## config.mk

```make
export PLATFORM = sky130hd
export DESIGN_NAME = dcu_ram
export DESIGN_NICKNAME = d
export VERILOG_FILES = /design/src/sv/dcu_ram.sv
export SDC_FILE = /design/constraint.sdc
export NUM_CORES = 1
export LEC_CHECK = 0
export BUFFER_PORTS_ARGS = -buffer_cell sky130_fd_sc_hd__buf_2
export CAP_MARGIN = 20
export CORE_MARGIN = 1.5
export CORE_UTILIZATION = 45
export CTS_CLUSTER_SIZE = 10
export DETAILED_ROUTE_END_ITERATION = 7
export GPL_TIMING_DRIVEN = 1
export MAX_ROUTING_LAYER = met4
export PLACE_DENSITY = 0.7
export SKIP_CTS_REPAIR_TIMING = 1
export SYNTH_ARGS = -nofsm -noshare
export SYNTH_HDL_FRONTEND = slang
export SYNTH_SLANG_ARGS = --single-unit
```

## constraint.sdc

```tcl
create_clock -name clk -period 2.3 [get_ports clk]
set_input_delay 0.46 -clock clk [delete_from_list [all_inputs] [get_ports clk]]
set_output_delay 0.46 -clock clk [all_outputs]
set_load 0.1 [all_outputs]
```

## src/sv/dcu_ram.sv

```systemverilog
// ----------------------------------------------------------------------------
// dcu_ram
// Generic single-write, single-read RAM with registered read data.
// ----------------------------------------------------------------------------
module dcu_ram #(
  parameter int WIDTH = 8,
  parameter int DEPTH = 16
) (
  input  logic                     clk,
  input  logic                     we,
  input  logic [$clog2(DEPTH)-1:0] waddr,
  input  logic [WIDTH-1:0]         wdata,
  input  logic [$clog2(DEPTH)-1:0] raddr,
  output logic [WIDTH-1:0]         rdata
);

  logic [WIDTH-1:0] mem [DEPTH];

  always_ff @(posedge clk) begin
    if (we) begin
      mem[waddr] <= wdata;
    end
    rdata <= mem[raddr];
  end

endmodule

```

==> results of run 1 <==
==> area by class of cell <==
| type | instances | area, µm² |
|---|---|---|
| timing repair buffer | 44 | 293 |
| clock buffer | 24 | 482 |
| sequential | 136 | 4000 |
| fill | 797 | 4850 |
| tap | 140 | 175 |
| multi-input combinational | 83 | 1060 |
| clock inverter | 8 | 119 |
==> flip-flops by register name (all words and copies together), names as in the netlist <==
signal and cells:
rdata 8, mem 128
==> placed cells by master, fill, tap and decap left out <==
master	instances
clkbuf_8	3
buf_2	25
nor2b_1	1
nand2b_1	2
clkbuf_16	17
clkinv_4	1
buf_12	2
mux4_1	14
and2_1	1
nor2_1	13
a22oi_1	16
bufinv_16	3
mux4_2	18
or3b_2	1
nand3_1	1
and2b_1	1
clkinv_2	4
clkbuf_1	4
nand2_1	9
buf_4	17
edfxtp_1	128
nand3b_1	2
nor3_1	4
dfxtp_1	8
==> worst paths after layout <==
path                   from         to  depth (start not counted)  slack (ns)
setup / recovery   rdata[7]   rdata[7]                          1        0.64
hold / removal     wdata[2]  mem[0][2]                          1        0.43
setup reg to reg  mem[0][3]   rdata[3]                          3        0.94
hold reg to reg   mem[8][1]   rdata[1]                          3        0.68
==> where the power goes <==
part | total, mW | internal, mW | switching, mW
registers | 2.79 | 2.77 | 0.0162
logic | 0.369 | 0.111 | 0.257
clock network | 2.70 | 1.78 | 0.916
==> per-stage QoR <==
step / cell area (µm²) / hold slack [ns] / total power, mW
2_1_floorplan: 5150 / 0.559 / 3.10
3_3_place_gp: 5530 / 0.647 / 3.20
5_1_grt: 6130 / 0.431 / 6.04
4_1_cts: 6130 / 0.418 / 5.90
6_report: 6130 / 0.431 / 5.86
3_5_place_dp: 5530 / 0.666 / 3.21
==> layer usage <==
metal / share of wire, % / global-route usage, %
met1: 42 / 21.6
met2: 51 / 29.1
met3: 5.2 / 5.99
met4: 1.7 / 8.07
met5: 0 / -
==> logic make-up after synthesis <==
logic type             count (synthesis)
flip-flops                           136
AND/OR/NAND/NOR                       35
multiplexers                          32
AO/OA/AOI/OAI                         16
buffers and inverters                 10
==> results.cfg, run 1 <==
[critical_path]
startpoint_type = flip-flop
critPathMaxFanout = 1
cp_cell_sequence = buf_2
endpoint_kind = output port
cpPeakStageDelay_ns = 0.43
cp.buffers_inverters = 1
criticalPathCategory = flip-flop to output port
slowest_stage = buf_2
worstPathArrival_ns = 1.20
critPathTopFamily = buffers and inverters
required_ns = 1.84

[synthesis]
synth.distinct_cells = 19
synth-seq-cells = 136
synth_top_family_by_area = multiplexers
yosys.area.top_type = edfxtp_1
syn_nets = 247
ys_seq_area_share_pct = 77.8
synth_edf_count = 128
yosys.area_share.simple_pct = 3.18
yosysTopAreaCellShare_pct = 74.7
synthTopCellsByCount = 128 x edfxtp_1, 18 x mux4_2, 16 x a22oi_1
synth_area_leaders = edfxtp_1 75%, mux4_2 7.9%, mux4_1 7.1%
yosysMostFrequentCell = edfxtp_1
yosysWarnings = 0
synthMuxAreaShare_pct = 15.0
ys_async_sr_fraction_pct = 0
synth_adder_area_share_pct = 0
synth_compound_area_share_pct = 2.33
synth_xor_area_share_pct = 0
avgSynthCellArea_um2 = 22.5
netlist_area_um2 = 5150
synthCells = 229
synth_ff_type = edfxtp_1

[global_route]
antenna_found_initial = 0
grt_max_degree = 33
grt.total_usage_pct = 18.4
first_global_vias = 2497
grt-ovfl-total = 0
grt_pass1_wl_um = 14400

[cts]
ctsRootBufferMaster = clkbuf_16
cts_buffers = 17
cts.clk_slew.worst_paths_ns = 0.05
htreeDepth = 4
clkSinkCount = 136
cts_tree = done
clk_latency_ns = 0.41
cts_max_path_buffers = 2

[sta]
finalCritPeriodShare_pct = 72.0
drv_slew = 0
relSlewSlack_pct = 63.1
fmax_ghz = 0.604
hold_viol_final = 0
setup_tns_ns = 0
rsz0062_at_grt = no
setup_violations = 0
fin_crit_ns = 1.66
layout_setup_ws_ns = 0.644
finClkSkew_ns = 0.00524
worstMarginPinSlew_ns = 0.551

[pwr]
power-per-cell-area_nw_per_um2 = 955
p_leak_nw = 2.10
peakVddDrop_mv = 0.833

[placement]
dp.cells = 403
dp_hpwl_um = 5790
numPortBuffers = 25
pre_cts_ws_ns = 0.384
place_congestion = 0.737

[drt]
drtIter0Drc = 233
drc = 0
finalWirelength_um = 9270
dr.pass1.iters = 4
wire_per_inst_um = 21.3
viasPerCell = 5.53
drtAntennaViolNets = 0
num_vias = 2406

[floorplanning]
die_area_um2 = 12100
initial_core_util_pct = 46.9
core_um2 = 11000
rows = 38
io_pins = 26
fp.dieH_um = 110
die_x_um = 110

[run_status]
status = finished clean

[worst_hold_path]
hold_class = input port to flip-flop

[cells_and_area]
area_growth_syn_to_layout_pct = 19.1
final_cells = 435
layout.nets = 300
antenna_cells = 0
drive_gt1_share_pct = 30.8
utilization_pct = 55.8

[run]
cap_violations = 0
No activity file was read; power rests on OpenSTA's default activity.
==> inputs of run 2 (changes only) <==
--- a/config.mk
+++ b/config.mk
@@ -13,7 +13,7 @@
 export DETAILED_ROUTE_END_ITERATION = 7
 export GPL_TIMING_DRIVEN = 1
 export MAX_ROUTING_LAYER = met4
-export PLACE_DENSITY = 0.7
+export PLACE_DENSITY = 0.72
 export SKIP_CTS_REPAIR_TIMING = 1
 export SYNTH_ARGS = -nofsm -noshare
 export SYNTH_HDL_FRONTEND = slang
==> constraint.sdc (replaced) <==
create_clock -name clk -period 1.4 [get_ports clk]
set_input_delay 0.28 -clock clk [delete_from_list [all_inputs] [get_ports clk]]
set_output_delay 0.28 -clock clk [all_outputs]
set_load 0.1 [all_outputs]
==> run 2 against run 1 <==
Non-clock buffer count is 10 higher. Combinational power grew 79%. Power up 61%. First-iteration DRC count is 13% lower. Critical endpoint is now rdata[6]. Critical path depth stayed put. Sequential share of layout area decreased by 1.7 points.
==> results.cfg, run 2 (synthesis results as in run 1) <==
[cts]
clkSinkCount = 136
clk_latency_ns = 0.41
cts.clk_slew.worst_paths_ns = 0.06
cts_buffers = 17
ctsRootBufferMaster = clkbuf_16
cts_max_path_buffers = 2
cts_tree = done
htreeDepth = 4

[run_status]
status = finished clean

[critical_path]
reg2reg_to = rdata[6]
startpoint_type = flip-flop
critPathMaxFanout = 1
ff2ff_setup_slack_ns = 0.07
cp.buffers_inverters = 1
endpoint_kind = output port
required_ns = 1.12
worstPathArrival_ns = 1.08
cp_cell_sequence = buf_4
critPathTopFamily = flip-flops
reg2reg_depth = 3
cpPeakStageDelay_ns = 0.36
criticalPathCategory = flip-flop to output port
r2r-start = mem[10][6]
slowest_stage = dfxtp_1

[sta]
finalCritPeriodShare_pct = 97.1
setup_tns_ns = 0
fin_crit_ns = 1.36
setup_violations = 0
rsz0062_at_grt = no
worstMarginPinSlew_ns = 0.746
relSlewSlack_pct = 50.1
drv_slew = 0
fmax_ghz = 0.736
layout_setup_ws_ns = 0.0405
finClkSkew_ns = 0.00577
hold_viol_final = 0

[cells_and_area]
largest_reg_flops = 128
drive_gt1_share_pct = 35.7
top_regs = mem: 128 flops, rdata: 8 flops
layout.nets = 310
max_flop_register = mem
area_growth_syn_to_layout_pct = 22.2
antenna_cells = 0
final_area_um2 = 6290
layout.cells.most_common = edfxtp_1
final_cell_mix = 128 x edfxtp_1, 23 x buf_4, 18 x mux4_2

[floorplanning]
die_area_um2 = 12100
core_um2 = 11000
io_pins = 26
initial_core_util_pct = 46.9
fp.dieH_um = 110
die_x_um = 110
rows = 38

[pwr]
p_leak_nw = 2.14
peakVddDrop_mv = 0.909
power.total_mw = 9.41
power-per-cell-area_nw_per_um2 = 1500

[global_route]
grt_max_degree = 21
first_global_vias = 2544
grt-ovfl-total = 0
grt.total_usage_pct = 18.5
antenna_found_initial = 0
grt_pass1_wl_um = 14600

[placement]
numPortBuffers = 25
place_congestion = 0.725
placed_area_um2 = 5700
dp_hpwl_um = 6180
pre_cts_ws_ns = -0.384

[worst_hold_path]
hold_class = input port to flip-flop
hold_start = wdata[1]
worstHoldEndpoint = mem[12][1]
hold_depth = 1

[drt]
dr.pass1.iters = 4
finalWirelength_um = 9540
viasPerCell = 5.51
num_vias = 2450
drtIter0Drc = 203
drtAntennaViolNets = 0
wire_per_inst_um = 21.4
drc = 0

[run]
cap_violations = 0
run 2: cell count changes in the layout (fill, tap and decap cells not counted), moves of 3 or more:
cell / before / now
buf_12: 2 / 7
buf_4: 17 / 23
buf_2: 25 / 17
clkinvlp_4: 0 / 4
clkbuf_8: 3 / 0
nor2_1: 13 / 10
nor2_2: 0 / 3
clkbuf_4: 0 / 7
nor3_1: 4 / 1
run 2: metal layers:
| layer | vias to the layer above | routed length, µm | GRT usage (%) |
|---|---|---|---|
| li1 | 1096 | - | - |
| met1 | 1265 | 4180 | 22.9 |
| met2 | 73 | 4760 | 28.5 |
| met3 | 16 | 413 | 4.62 |
| met4 | 0 | 189 | 9.28 |
| met5 | - | 0 | - |
run 2: power breakdown:
group | internal, mW | total (mW) | leakage, nW | switching, mW
registers | 4.55 | 4.58 | 1.22 | 0.0292
clock network | 2.60 | 4.17 | 0.264 | 1.57
logic | 0.224 | 0.662 | 0.657 | 0.438
total | 7.38 | 9.41 | 2.14 | 2.03
run 2: area by class of cell:
| class | count | area [µm²] |
|---|---|---|
| clock inverters | 13 | 130 |
| clock buffers | 19 | 433 |
| multi-input cells | 83 | 1100 |
| well taps | 140 | 175 |
| fillers | 778 | 4690 |
| flip-flops and latches | 136 | 4000 |
| repair buffers | 54 | 450 |
run 2: how the worst max path moves through the flow:
stage | cells past startpoint | slack [ns] | to | from
6_report | 1 | 0.04 | rdata[6] | rdata[6]
5_1_grt | 3 | 0.004 | rdata[6] | mem[10][6]
4_1_cts | 1 | -0.10 | rdata[6] | rdata[6]
3_5_place_dp | 5 | -0.38 | rdata[0] | raddr[0]
3_3_place_gp | 5 | -0.38 | rdata[0] | raddr[0]
2_1_floorplan | 5 | -0.02 | rdata[1] | raddr[0]
run 2: worst reg2reg max path: stages (launching register included):
cell and delay, ns:
edfxtp_1 0.37, mux4_2 0.47, a22oi_1 0.30, nand2_1 0.08
run 2: stage by stage:
| step | util, % | hold slack [ns] | std cells |
|---|---|---|---|
| after global placement | 51.9 | 0.649 | 413 |
| after CTS | 57.0 | 0.243 | 445 |
| after global routing | 57.3 | 0.249 | 445 |
| after floorplan | - | 0.379 | 229 |
| after detailed placement | 51.9 | 0.660 | 413 |
| final | 57.3 | 0.255 | 445 |
==> inputs of run 3 (changes only) <==
==> constraint.sdc (replaced) <==
create_clock -name clk -period 1.4 [get_ports clk]
set_input_delay 0.28 -clock clk [delete_from_list [all_inputs] [get_ports clk]]
set_output_delay 0.28 -clock clk [all_outputs]
set_load 0.01 [all_outputs]
==> run 3 against run 2 <==
Sequential power about the same. Critical path depth increased by 2. First-iteration DRC count increased by 2.0%. Clock-buffer cell count unchanged. Power decreased by 2.0%. Worst setup slack improved by 0.023 ns. Maximum frequency increased by 1.8%.
==> results.cfg, run 3 (synthesis results as in run 1) <==
[run_status]
status = finished clean

[cts]
cts_tree = done
ctsRootBufferMaster = clkbuf_16
cts_buffers = 17
cts.clk_slew.worst_paths_ns = 0.06
clk_latency_ns = 0.41
clkSinkCount = 136
htreeDepth = 4
cts_max_path_buffers = 2

[floorplanning]
rows = 38
die_area_um2 = 12100
initial_core_util_pct = 46.9
io_pins = 26
fp.dieH_um = 110
core_um2 = 11000
die_x_um = 110

[sta]
fmax_ghz = 0.748
relSlewSlack_pct = 49.3
setup_tns_ns = 0
finalCritPeriodShare_pct = 95.4
finClkSkew_ns = 0.00430
hold_viol_final = 0
rsz0062_at_grt = no
layout_setup_ws_ns = 0.0639
worstMarginPinSlew_ns = 0.758
fin_crit_ns = 1.34
setup_violations = 0
drv_slew = 0
holdWs_ns = 0.255

[placement]
dp.cells = 413
place_congestion = 0.725
pre_cts_ws_ns = -0.384
numPortBuffers = 25
placed_area_um2 = 5700
dp_hpwl_um = 6180

[cells_and_area]
largest_reg_flops = 128
top_regs = mem: 128 flops, rdata: 8 flops
n_fill_cell = 779
max_flop_register = mem
final_cells = 445
utilization_pct = 57.1
final_cell_mix = 128 x edfxtp_1, 25 x buf_2, 22 x buf_4
area_growth_syn_to_layout_pct = 21.8
drive_gt1_share_pct = 35.7
final_area_um2 = 6270
layout.nets = 310
layout.cells.most_common = edfxtp_1
antenna_cells = 0

[global_route]
grt-ovfl-total = 0
grt_max_degree = 21
grt.total_usage_pct = 18.5
first_global_vias = 2544
antenna_found_initial = 0
grt_pass1_wl_um = 14600

[critical_path]
required_ns = 1.69
criticalPathCategory = flip-flop to flip-flop
worstPathArrival_ns = 1.62
startpoint_type = flip-flop
critPathMaxFanout = 1
endpoint_kind = flip-flop

[drt]
drc = 0
drtIter0Drc = 207
finalWirelength_um = 9600
dr.pass1.iters = 4
wire_per_inst_um = 21.6
viasPerCell = 5.50
num_vias = 2448
drtAntennaViolNets = 0

[pwr]
p_leak_nw = 2.14
power.total_mw = 9.22
power-per-cell-area_nw_per_um2 = 1470
peakVddDrop_mv = 0.903

[run]
cap_violations = 0

[worst_hold_path]
hold_class = input port to flip-flop
run 3: cell types whose count changed in the layout (fill, tap and decap cells not counted), sizes merged:
cell    change
clkbuf      -7
buf         +7
run 3: area by class of cell:
class                           count  area, µm²  share of cell area, %
Timing Repair Buffer               54        430                   6.86
Clock inverter                     13        130                   2.08
Sequential cell                   136       4000                   63.8
Clock buffer                       19        433                   6.90
Tap cell                          140        175                   2.79
Multi-Input combinational cell     83       1100                   17.5
run 3: metal layers:
metal | GRT usage [%] | routed length [µm] | part of all wire [%] | up-vias
met2 | 28.5 | 4870 | 51 | 66
met4 | 9.28 | 156 | 1.6 | 0
met1 | 22.9 | 4150 | 43 | 1276
li1 | - | - | - | 1094
met5 | - | 0 | 0 | -
met3 | 4.62 | 430 | 4.5 | 12
run 3: path summary, 6_finish.rpt:
kind / startpoint / cells past startpoint / slack (ns) / endpoint
hold reg to reg: mem[7][1] / 3 / 0.67 / rdata[1]
setup reg to reg: mem[10][6] / 3 / 0.06 / rdata[6]
setup / recovery: mem[10][6] / 3 / 0.06 / rdata[6]
hold / removal: wdata[1] / 1 / 0.26 / mem[12][1]
run 3: critical path: stages (launching register included):
cell      delay [ns]
edfxtp_1        0.37
mux4_2          0.47
a22oi_1         0.30
nand2_1         0.08
run 3: power by group:
part | total (mW) | internal (mW) | switching (mW) | leakage, nW
sequential | 4.58 | 4.55 | 0.0287 | 1.22
clock | 4.17 | 2.60 | 1.57 | 0.264
combinational | 0.465 | 0.211 | 0.254 | 0.653
