--- src/sv/dcu_pkg.sv ---
// ----------------------------------------------------------------------------
// dcu_pkg
// Shared constants, types and the prime table for the divisor count unit.
// ----------------------------------------------------------------------------
package dcu_pkg;

  localparam int VALUE_WIDTH = 24;
  localparam int PRIME_COUNT = 564;
  localparam int PRIME_WIDTH = 12;
  localparam int COUNT_WIDTH = 10;

  localparam int INDEX_WIDTH = $clog2(PRIME_COUNT);
  localparam int STEP_WIDTH  = $clog2(VALUE_WIDTH);
  localparam int EXP_WIDTH   = $clog2(VALUE_WIDTH + 1);
  localparam int SAT_WIDTH   = COUNT_WIDTH + 1;
  localparam int PROD_WIDTH  = SAT_WIDTH + EXP_WIDTH;

  typedef logic [VALUE_WIDTH-1:0] value_t;
  typedef logic [PRIME_WIDTH-1:0] prime_t;
  typedef logic [COUNT_WIDTH-1:0] count_t;
  typedef logic [SAT_WIDTH-1:0]   sat_t;
  typedef logic [PROD_WIDTH-1:0]  prod_t;
  typedef logic [INDEX_WIDTH-1:0] index_t;
  typedef logic [STEP_WIDTH-1:0]  step_t;
  typedef logic [EXP_WIDTH-1:0]   exp_t;

  localparam count_t COUNT_MAX  = '1;
  localparam sat_t   COUNT_SAT  = SAT_WIDTH'(2 ** COUNT_WIDTH);
  localparam index_t INDEX_LAST = INDEX_WIDTH'(PRIME_COUNT - 1);
  localparam step_t  STEP_LAST  = STEP_WIDTH'(VALUE_WIDTH - 1);

  typedef enum logic [2:0] {
    ST_FILL,
    ST_IDLE,
    ST_FETCH,
    ST_CHECK,
    ST_DIVIDE,
    ST_FINAL
  } state_t;

  typedef struct packed {
    logic   start;
    value_t dividend;
    prime_t divisor;
  } div_req_t;

  typedef struct packed {
    logic   done;
    value_t quotient;
    prime_t remainder;
  } div_rsp_t;

  // primes below 4096, ascending
  localparam prime_t PRIME_TABLE [PRIME_COUNT] = '{
    12'd2, 12'd3, 12'd5, 12'd7, 12'd11, 12'd13, 12'd17, 12'd19, 12'd23, 12'd29,
    12'd31, 12'd37, 12'd41, 12'd43, 12'd47, 12'd53, 12'd59, 12'd61, 12'd67, 12'd71,
    12'd73, 12'd79, 12'd83, 12'd89, 12'd97,
    12'd101, 12'd103, 12'd107, 12'd109, 12'd113, 12'd127, 12'd131, 12'd137, 12'd139,
    12'd149, 12'd151, 12'd157, 12'd163, 12'd167, 12'd173, 12'd179, 12'd181, 12'd191,
    12'd193, 12'd197, 12'd199,
    12'd211, 12'd223, 12'd227, 12'd229, 12'd233, 12'd239, 12'd241, 12'd251, 12'd257,
    12'd263, 12'd269, 12'd271, 12'd277, 12'd281, 12'd283, 12'd293,
    12'd307, 12'd311, 12'd313, 12'd317, 12'd331, 12'd337, 12'd347, 12'd349, 12'd353,
    12'd359, 12'd367, 12'd373, 12'd379, 12'd383, 12'd389, 12'd397,
    12'd401, 12'd409, 12'd419, 12'd421, 12'd431, 12'd433, 12'd439, 12'd443, 12'd449,
    12'd457, 12'd461, 12'd463, 12'd467, 12'd479, 12'd487, 12'd491, 12'd499,
    12'd503, 12'd509, 12'd521, 12'd523, 12'd541, 12'd547, 12'd557, 12'd563, 12'd569,
    12'd571, 12'd577, 12'd587, 12'd593, 12'd599,
    12'd601, 12'd607, 12'd613, 12'd617, 12'd619, 12'd631, 12'd641, 12'd643, 12'd647,
    12'd653, 12'd659, 12'd661, 12'd673, 12'd677, 12'd683, 12'd691,
    12'd701, 12'd709, 12'd719, 12'd727, 12'd733, 12'd739, 12'd743, 12'd751, 12'd757,
    12'd761, 12'd769, 12'd773, 12'd787, 12'd797,
    12'd809, 12'd811, 12'd821, 12'd823, 12'd827, 12'd829, 12'd839, 12'd853, 12'd857,
    12'd859, 12'd863, 12'd877, 12'd881, 12'd883, 12'd887,
    12'd907, 12'd911, 12'd919, 12'd929, 12'd937, 12'd941, 12'd947, 12'd953, 12'd967,
    12'd971, 12'd977, 12'd983, 12'd991, 12'd997,
    12'd1009, 12'd1013, 12'd1019, 12'd1021, 12'd1031, 12'd1033, 12'd1039, 12'd1049,
    12'd1051, 12'd1061, 12'd1063, 12'd1069, 12'd1087, 12'd1091, 12'd1093, 12'd1097,
    12'd1103, 12'd1109, 12'd1117, 12'd1123, 12'd1129, 12'd1151, 12'd1153, 12'd1163,
    12'd1171, 12'd1181, 12'd1187, 12'd1193,
    12'd1201, 12'd1213, 12'd1217, 12'd1223, 12'd1229, 12'd1231, 12'd1237, 12'd1249,
    12'd1259, 12'd1277, 12'd1279, 12'd1283, 12'd1289, 12'd1291, 12'd1297,
    12'd1301, 12'd1303, 12'd1307, 12'd1319, 12'd1321, 12'd1327, 12'd1361, 12'd1367,
    12'd1373, 12'd1381, 12'd1399,
    12'd1409, 12'd1423, 12'd1427, 12'd1429, 12'd1433, 12'd1439, 12'd1447, 12'd1451,
    12'd1453, 12'd1459, 12'd1471, 12'd1481, 12'd1483, 12'd1487, 12'd1489, 12'd1493,
    12'd1499,
    12'd1511, 12'd1523, 12'd1531, 12'd1543, 12'd1549, 12'd1553, 12'd1559, 12'd1567,
    12'd1571, 12'd1579, 12'd1583, 12'd1597,
    12'd1601, 12'd1607, 12'd1609, 12'd1613, 12'd1619, 12'd1621, 12'd1627, 12'd1637,
    12'd1657, 12'd1663, 12'd1667, 12'd1669, 12'd1693, 12'd1697, 12'd1699,
    12'd1709, 12'd1721, 12'd1723, 12'd1733, 12'd1741, 12'd1747, 12'd1753, 12'd1759,
    12'd1777, 12'd1783, 12'd1787, 12'd1789,
    12'd1801, 12'd1811, 12'd1823, 12'd1831, 12'd1847, 12'd1861, 12'd1867, 12'd1871,
    12'd1873, 12'd1877, 12'd1879, 12'd1889,
    12'd1901, 12'd1907, 12'd1913, 12'd1931, 12'd1933, 12'd1949, 12'd1951, 12'd1973,
    12'd1979, 12'd1987, 12'd1993, 12'd1997, 12'd1999,
    12'd2003, 12'd2011, 12'd2017, 12'd2027, 12'd2029, 12'd2039, 12'd2053, 12'd2063,
    12'd2069, 12'd2081, 12'd2083, 12'd2087, 12'd2089, 12'd2099,
    12'd2111, 12'd2113, 12'd2129, 12'd2131, 12'd2137, 12'd2141, 12'd2143, 12'd2153,
    12'd2161, 12'd2179,
    12'd2203, 12'd2207, 12'd2213, 12'd2221, 12'd2237, 12'd2239, 12'd2243, 12'd2251,
    12'd2267, 12'd2269, 12'd2273, 12'd2281, 12'd2287, 12'd2293, 12'd2297,
    12'd2309, 12'd2311, 12'd2333, 12'd2339, 12'd2341, 12'd2347, 12'd2351, 12'd2357,
    12'd2371, 12'd2377, 12'd2381, 12'd2383, 12'd2389, 12'd2393, 12'd2399,
    12'd2411, 12'd2417, 12'd2423, 12'd2437, 12'd2441, 12'd2447, 12'd2459, 12'd2467,
    12'd2473, 12'd2477,
    12'd2503, 12'd2521, 12'd2531, 12'd2539, 12'd2543, 12'd2549, 12'd2551, 12'd2557,
    12'd2579, 12'd2591, 12'd2593,
    12'd2609, 12'd2617, 12'd2621, 12'd2633, 12'd2647, 12'd2657, 12'd2659, 12'd2663,
    12'd2671, 12'd2677, 12'd2683, 12'd2687, 12'd2689, 12'd2693, 12'd2699,
    12'd2707, 12'd2711, 12'd2713, 12'd2719, 12'd2729, 12'd2731, 12'd2741, 12'd2749,
    12'd2753, 12'd2767, 12'd2777, 12'd2789, 12'd2791, 12'd2797,
    12'd2801, 12'd2803, 12'd2819, 12'd2833, 12'd2837, 12'd2843, 12'd2851, 12'd2857,
    12'd2861, 12'd2879, 12'd2887, 12'd2897,
    12'd2903, 12'd2909, 12'd2917, 12'd2927, 12'd2939, 12'd2953, 12'd2957, 12'd2963,
    12'd2969, 12'd2971, 12'd2999,
    12'd3001, 12'd3011, 12'd3019, 12'd3023, 12'd3037, 12'd3041, 12'd3049, 12'd3061,
    12'd3067, 12'd3079, 12'd3083, 12'd3089,
    12'd3109, 12'd3119, 12'd3121, 12'd3137, 12'd3163, 12'd3167, 12'd3169, 12'd3181,
    12'd3187, 12'd3191,
    12'd3203, 12'd3209, 12'd3217, 12'd3221, 12'd3229, 12'd3251, 12'd3253, 12'd3257,
    12'd3259, 12'd3271, 12'd3299,
    12'd3301, 12'd3307, 12'd3313, 12'd3319, 12'd3323, 12'd3329, 12'd3331, 12'd3343,
    12'd3347, 12'd3359, 12'd3361, 12'd3371, 12'd3373, 12'd3389, 12'd3391,
    12'd3407, 12'd3413, 12'd3433, 12'd3449, 12'd3457, 12'd3461, 12'd3463, 12'd3467,
    12'd3469, 12'd3491, 12'd3499,
    12'd3511, 12'd3517, 12'd3527, 12'd3529, 12'd3533, 12'd3539, 12'd3541, 12'd3547,
    12'd3557, 12'd3559, 12'd3571, 12'd3581, 12'd3583, 12'd3593,
    12'd3607, 12'd3613, 12'd3617, 12'd3623, 12'd3631, 12'd3637, 12'd3643, 12'd3659,
    12'd3671, 12'd3673, 12'd3677, 12'd3691, 12'd3697,
    12'd3701, 12'd3709, 12'd3719, 12'd3727, 12'd3733, 12'd3739, 12'd3761, 12'd3767,
    12'd3769, 12'd3779, 12'd3793, 12'd3797,
    12'd3803, 12'd3821, 12'd3823, 12'd3833, 12'd3847, 12'd3851, 12'd3853, 12'd3863,
    12'd3877, 12'd3881, 12'd3889,
    12'd3907, 12'd3911, 12'd3917, 12'd3919, 12'd3923, 12'd3929, 12'd3931, 12'd3943,
    12'd3947, 12'd3967, 12'd3989,
    12'd4001, 12'd4003, 12'd4007, 12'd4013, 12'd4019, 12'd4021, 12'd4027, 12'd4049,
    12'd4051, 12'd4057, 12'd4073, 12'd4079, 12'd4091, 12'd4093
  };

endpackage

--- src/sv/dcu_div.sv ---
// ----------------------------------------------------------------------------
// dcu_div
// Restoring divider: value by prime, one quotient bit per cycle.
// ----------------------------------------------------------------------------
module dcu_div import dcu_pkg::*; (
  input  logic     clk,
  input  logic     rst,
  input  div_req_t req,
  output div_rsp_t rsp
);

  logic   busy;
  logic   done;
  step_t  step;
  value_t quo;
  prime_t rem;
  prime_t dvs;

  logic [PRIME_WIDTH:0] shifted;
  logic [PRIME_WIDTH:0] diff;
  logic                 fits;

  always_comb begin
    shifted = {rem, quo[VALUE_WIDTH-1]};
    diff    = shifted - {1'b0, dvs};
    fits    = shifted >= {1'b0, dvs};
  end

  always_ff @(posedge clk) begin
    if (rst) begin
      busy <= 1'b0;
      done <= 1'b0;
      step <= '0;
    end else begin
      done <= 1'b0;
      if (req.start) begin
        busy <= 1'b1;
        step <= '0;
      end else if (busy) begin
        if (step == STEP_LAST) begin
          busy <= 1'b0;
          done <= 1'b1;
        end
        step <= step + 1'b1;
      end
    end
  end

  always_ff @(posedge clk) begin
    if (req.start) begin
      quo <= req.dividend;
      rem <= '0;
      dvs <= req.divisor;
    end else if (busy) begin
      rem <= fits ? diff[PRIME_WIDTH-1:0] : shifted[PRIME_WIDTH-1:0];
      quo <= {quo[VALUE_WIDTH-2:0], fits};
    end
  end

  assign rsp.done      = done;
  assign rsp.quotient  = quo;
  assign rsp.remainder = rem;

endmodule

--- config.mk ---
export PLATFORM = sky130hd
export DESIGN_NAME = dcu_div
export DESIGN_NICKNAME = d
export VERILOG_FILES = /design/src/sv/dcu_pkg.sv /design/src/sv/dcu_div.sv
export SDC_FILE = /design/constraint.sdc
export NUM_CORES = 1
export LEC_CHECK = 0
export BUFFER_PORTS_ARGS = -buffer_cell sky130_fd_sc_hd__buf_2
export CORE_ASPECT_RATIO = 1.2
export CORE_MARGIN = 2
export CORE_UTILIZATION = 33
export CTS_CLUSTER_SIZE = 28
export DETAILED_ROUTE_END_ITERATION = 16
export PLACE_DENSITY = 0.66
export SKIP_LAST_GASP = 1
export SLEW_MARGIN = 40
export SYNTH_ARGS = -nofsm -noshare
export SYNTH_HDL_FRONTEND = slang
export SYNTH_SLANG_ARGS = --single-unit
--- constraint.sdc ---
create_clock -name clk -period 2 [get_ports clk]
set_input_delay 0.2 -clock clk [delete_from_list [all_inputs] [get_ports clk]]
set_output_delay 0.2 -clock clk [all_outputs]
set_load 0.01 [all_outputs]
==> results by group <==
Run status
  – Outcome: finished, violations left
  – Failing checks: setup timing

Timing
  – Period utilization: 1.05
  – Clock Skew: 0.0117 ns
  – Worst rel slew slack: 0.632
  – Max-slew violations: 0
  – Maximum clock frequency: 0.475 GHz
  – Final Critical Period: 2.10 ns
  – Least-Margin Pin Slew: 0.553 ns
  – Final Hold Violating Endpoints: 0
  – Unrepaired setup endpoints after global routing: yes
  – Setup ws final: -0.104 ns
  – Final number of setup-violating endpoints: 12

Worst hold path
  – Hold Path Cell Cnt: 2
  – Worst Hold Path EP: busy$_SDFF_PP0_
  – Hold Path Class: in -> reg
  – Hold Crit Start: rst

Worst setup path
  – Worst reg2reg path depth: 8
  – Critical-path maximum fanout: 6
  – Reg-to-Reg End: quo[0]$_DFFE_PP_
  – Worst Path Required: 2.08 ns
  – CP endpoint kind: register
  – Critical path arrival: 2.18 ns
  – Startpoint types: register
  – FF-to-FF Start: dvs[7]$_DFFE_PP_
  – FF-to-FF setup slack: -0.10 ns
  – Critical path type: reg -> reg

Final layout
  – Final core occ: 0.481
  – Fin nets: 409
  – Area Growth Syn to Fin: 39.8%
  – Fill cells: 780
  – Share of cells above drive strength 1: 0.552
  – N_diodes: 0

Synthesis
  – Seq/Total Area, Yosys: 0.519
  – Synth top area share: 0.384
  – Simple-Gate Fraction of Synth Area: 0.108
  – Largest family of logic cells by synthesized area: compound AO/OA/AOI/OAI gates
  – Syn Area/Cell: 11.5 µm²
  – Synth Register Bits: 55
  – Mux cell area share after synthesis: 0.103
  – Post-synth EDFFs: 36
  – Post-Syn Nets: 298
  – Post-synthesis cell count: 245
  – Synth Flop Type: edfxtp_1
  – Syn. warnings: 0
  – Yosys top cell by area: edfxtp_1
  – Adder-Cell Fraction of Synth Area: 0.0648
  – Netlist cell types: 45
  – Post-synthesis compound-gate area fraction: 0.135
  – FFs w/ async S/R, synth: 0
  – Post-synthesis cell area: 0.00282 mm²
  – Top cells by area, synth: edfxtp_1 (38%), dfxtp_1 (13%), mux2_2 (9.6%), ha_1 (5.8%), nor2_1 (3.1%)
  – Post-synthesis xor/xnor area fraction: 0.0342

Power
  – Sw power: 930 µW
  – Clk network pwr share: 0.234
  – Cell internal pwr: 2050 µW
  – Power Total: 2980 µW
  – Comb pwr share: 0.302
  – Sw Share: 0.312
  – Max VDD drop: 0.469 mV
  – Leakage power: 0.00167 µW
  – Pwr Density: 757 mW/mm²
  – Sequential share of power: 0.464

Die
  – Total die area: 0.00930 mm²
  – Die Ht: 105 µm
  – FP Rows: 36
  – I/O pin count: 76
  – Die Wd: 88.4 µm
  – CORE AREA: 0.00820 mm²
  – Initial cell density of the core: 0.344

Run
  – MaxCap Viol Count: 0

Place
  – I/O Buffers: 75
  – Final GP Congestion: 0.915
  – Setup slack at placement: -0.192 ns
  – DP HPWL: 4.74 mm

Clock tree
  – CTS max path bufs: 2
  – Clock tree sinks: 55
  – CTS root buf: clkbuf_8
  – Number of CTS-inserted buffers: 5
  – CTS tree: yes
  – CTS H-tree lvls: 2
  – Worst-path clk slew: 0.12 ns
  – Clk_lat worst skew: 0.32 ns

Drt
  – Wire per inst: 14.2 µm
  – Drt pass-1 iters: 4
  – DRT antenna net count: 0
  – WL final: 6.67 mm
  – Initial DRC count: 72
  – # DRC: 0
  – Via count: 2304
  – Via density: 4.89

GRT
  – Vias in the first global route: 2314
  – First-pass GRT wire length: 10.7 mm
  – Total global-route track usage: 0.144
  – Antenna violations before repair: 0
  – Global route overflow: 0
  – Pin count of the biggest net entering global routing: 32
==> layout make-up <==
| type | instances | area, µm² | area share |
|---|---|---|---|
| timing repair buffer | 114 | 683 | 0.173 |
| clock inverter | 3 | 28.8 | 0.00730 |
| inverter | 14 | 52.6 | 0.0133 |
| multi-input combinational | 166 | 1500 | 0.380 |
| clock buffer | 5 | 68.8 | 0.0175 |
| sequential | 55 | 1470 | 0.372 |
| tap | 114 | 143 | 0.0362 |
==> kinds of logic after synthesis <==
family	count (synthesis)
AND/OR/NAND/NOR	66
XOR/XNOR	11
adder cells (fa/ha/maj)	14
AO/OA/AOI/OAI	49
multiplexers	26
buffers and inverters	24
flip-flops	55
==> worst max path at each step <==
stage / to / slack, ns / from
3_5_place_dp: rem[10]$_SDFFE_PP0P_ / -0.19 / quo[23]$_DFFE_PP_
6_report: quo[0]$_DFFE_PP_ / -0.10 / dvs[7]$_DFFE_PP_
2_1_floorplan: rem[9]$_SDFFE_PP0P_ / -0.02 / dvs[7]$_DFFE_PP_
3_3_place_gp: rem[10]$_SDFFE_PP0P_ / -0.21 / quo[23]$_DFFE_PP_
4_1_cts: quo[0]$_DFFE_PP_ / -0.13 / dvs[6]$_DFFE_PP_
5_1_grt: rem[11]$_SDFFE_PP0P_ / -0.19 / dvs[7]$_DFFE_PP_
==> repair_timing <==
action	CTS	global route
setup endpoints to repair	13	13
resized for setup	20	23
setup buffers	6	4
hold buffers	0	0
pin swaps	12	15
==> state kept, by name, summed over array words and instances (netlist names) <==
name and cells:
busy 1, done 1, dvs 12, quo 24, rem 12, step 5
==> power groups by stage <==
| stage | clock, µW | sequential, µW | combinational, µW |
|---|---|---|---|
| after floorplan | 0 | 1440 | 421 |
| after global placement | 0 | 1410 | 744 |
| after detailed placement | 0 | 1410 | 755 |
| after CTS | 716 | 1380 | 828 |
| after global routing | 757 | 1400 | 982 |
| final | 697 | 1380 | 902 |
==> layer usage <==
| layer | share of wire | GRT usage |
|---|---|---|
| met3 | 0.049 | 0.0329 |
| met2 | 0.49 | 0.236 |
| met4 | 0.014 | 0.0357 |
| met1 | 0.44 | 0.190 |
| met5 | 0 | 0 |
==> cells in the final DEF, fill, tap and decap left out, drive strengths merged, types with 3 or more instances in the layout <==
cell type  count
a21o           4
a21oi         10
a311oi         7
a41oi          3
buf          114
clkbuf         5
dfxtp         19
edfxtp        36
ha            13
inv           17
mux2          24
nand2         20
nand3          4
nand4          3
nor2          23
nor3b          3
o21ai          7
or2            3
or3            3
xnor2          5
xor2           6
==> per-stage QoR <==
stage	instance area, µm²	hold slack [ns]	std cells	TNS, ns
final	3940	0.0323	471	-0.677
after global routing	3940	0.0276	471	-1.94
after CTS	3790	0.0323	467	-0.969
after detailed placement	3570	0.378	453	-1.47
after global placement	3570	0.377	453	-1.07
after floorplan	2880	0.272	245	-0.0902
==> synth_stat cells (2+ instances only) <==
cell      instances
nand2_1          20
xnor2_1           5
a21o_1            4
or2_2             3
xor2_1            6
mux2i_1           2
nand4_1           3
edfxtp_1         36
inv_1            14
nor3b_1           3
o21ai_0           7
dfxtp_1          19
mux2_2           24
a41oi_1           2
nor2_1           23
clkbuf_1          6
a211oi_1          2
or3_1             3
a311oi_2          4
ha_1             13
o41ai_1           2
nand3_1           4
a21oi_1          10
a31oi_1           2
a311oi_1          3
a31o_2            2
and2_1            2
nor2b_1           2
buf_1             2
o21a_1            2
==> critical path, cell delays in order (launching register included) <==
cell	delay, ns
edfxtp_1	0.40
inv_2	0.08
ha_4	0.21
and2_4	0.14
a221o_1	0.37
a41oi_2	0.18
buf_4	0.16
nand2_4	0.07
mux2_4	0.27
(Power assumes the default switching activity.)
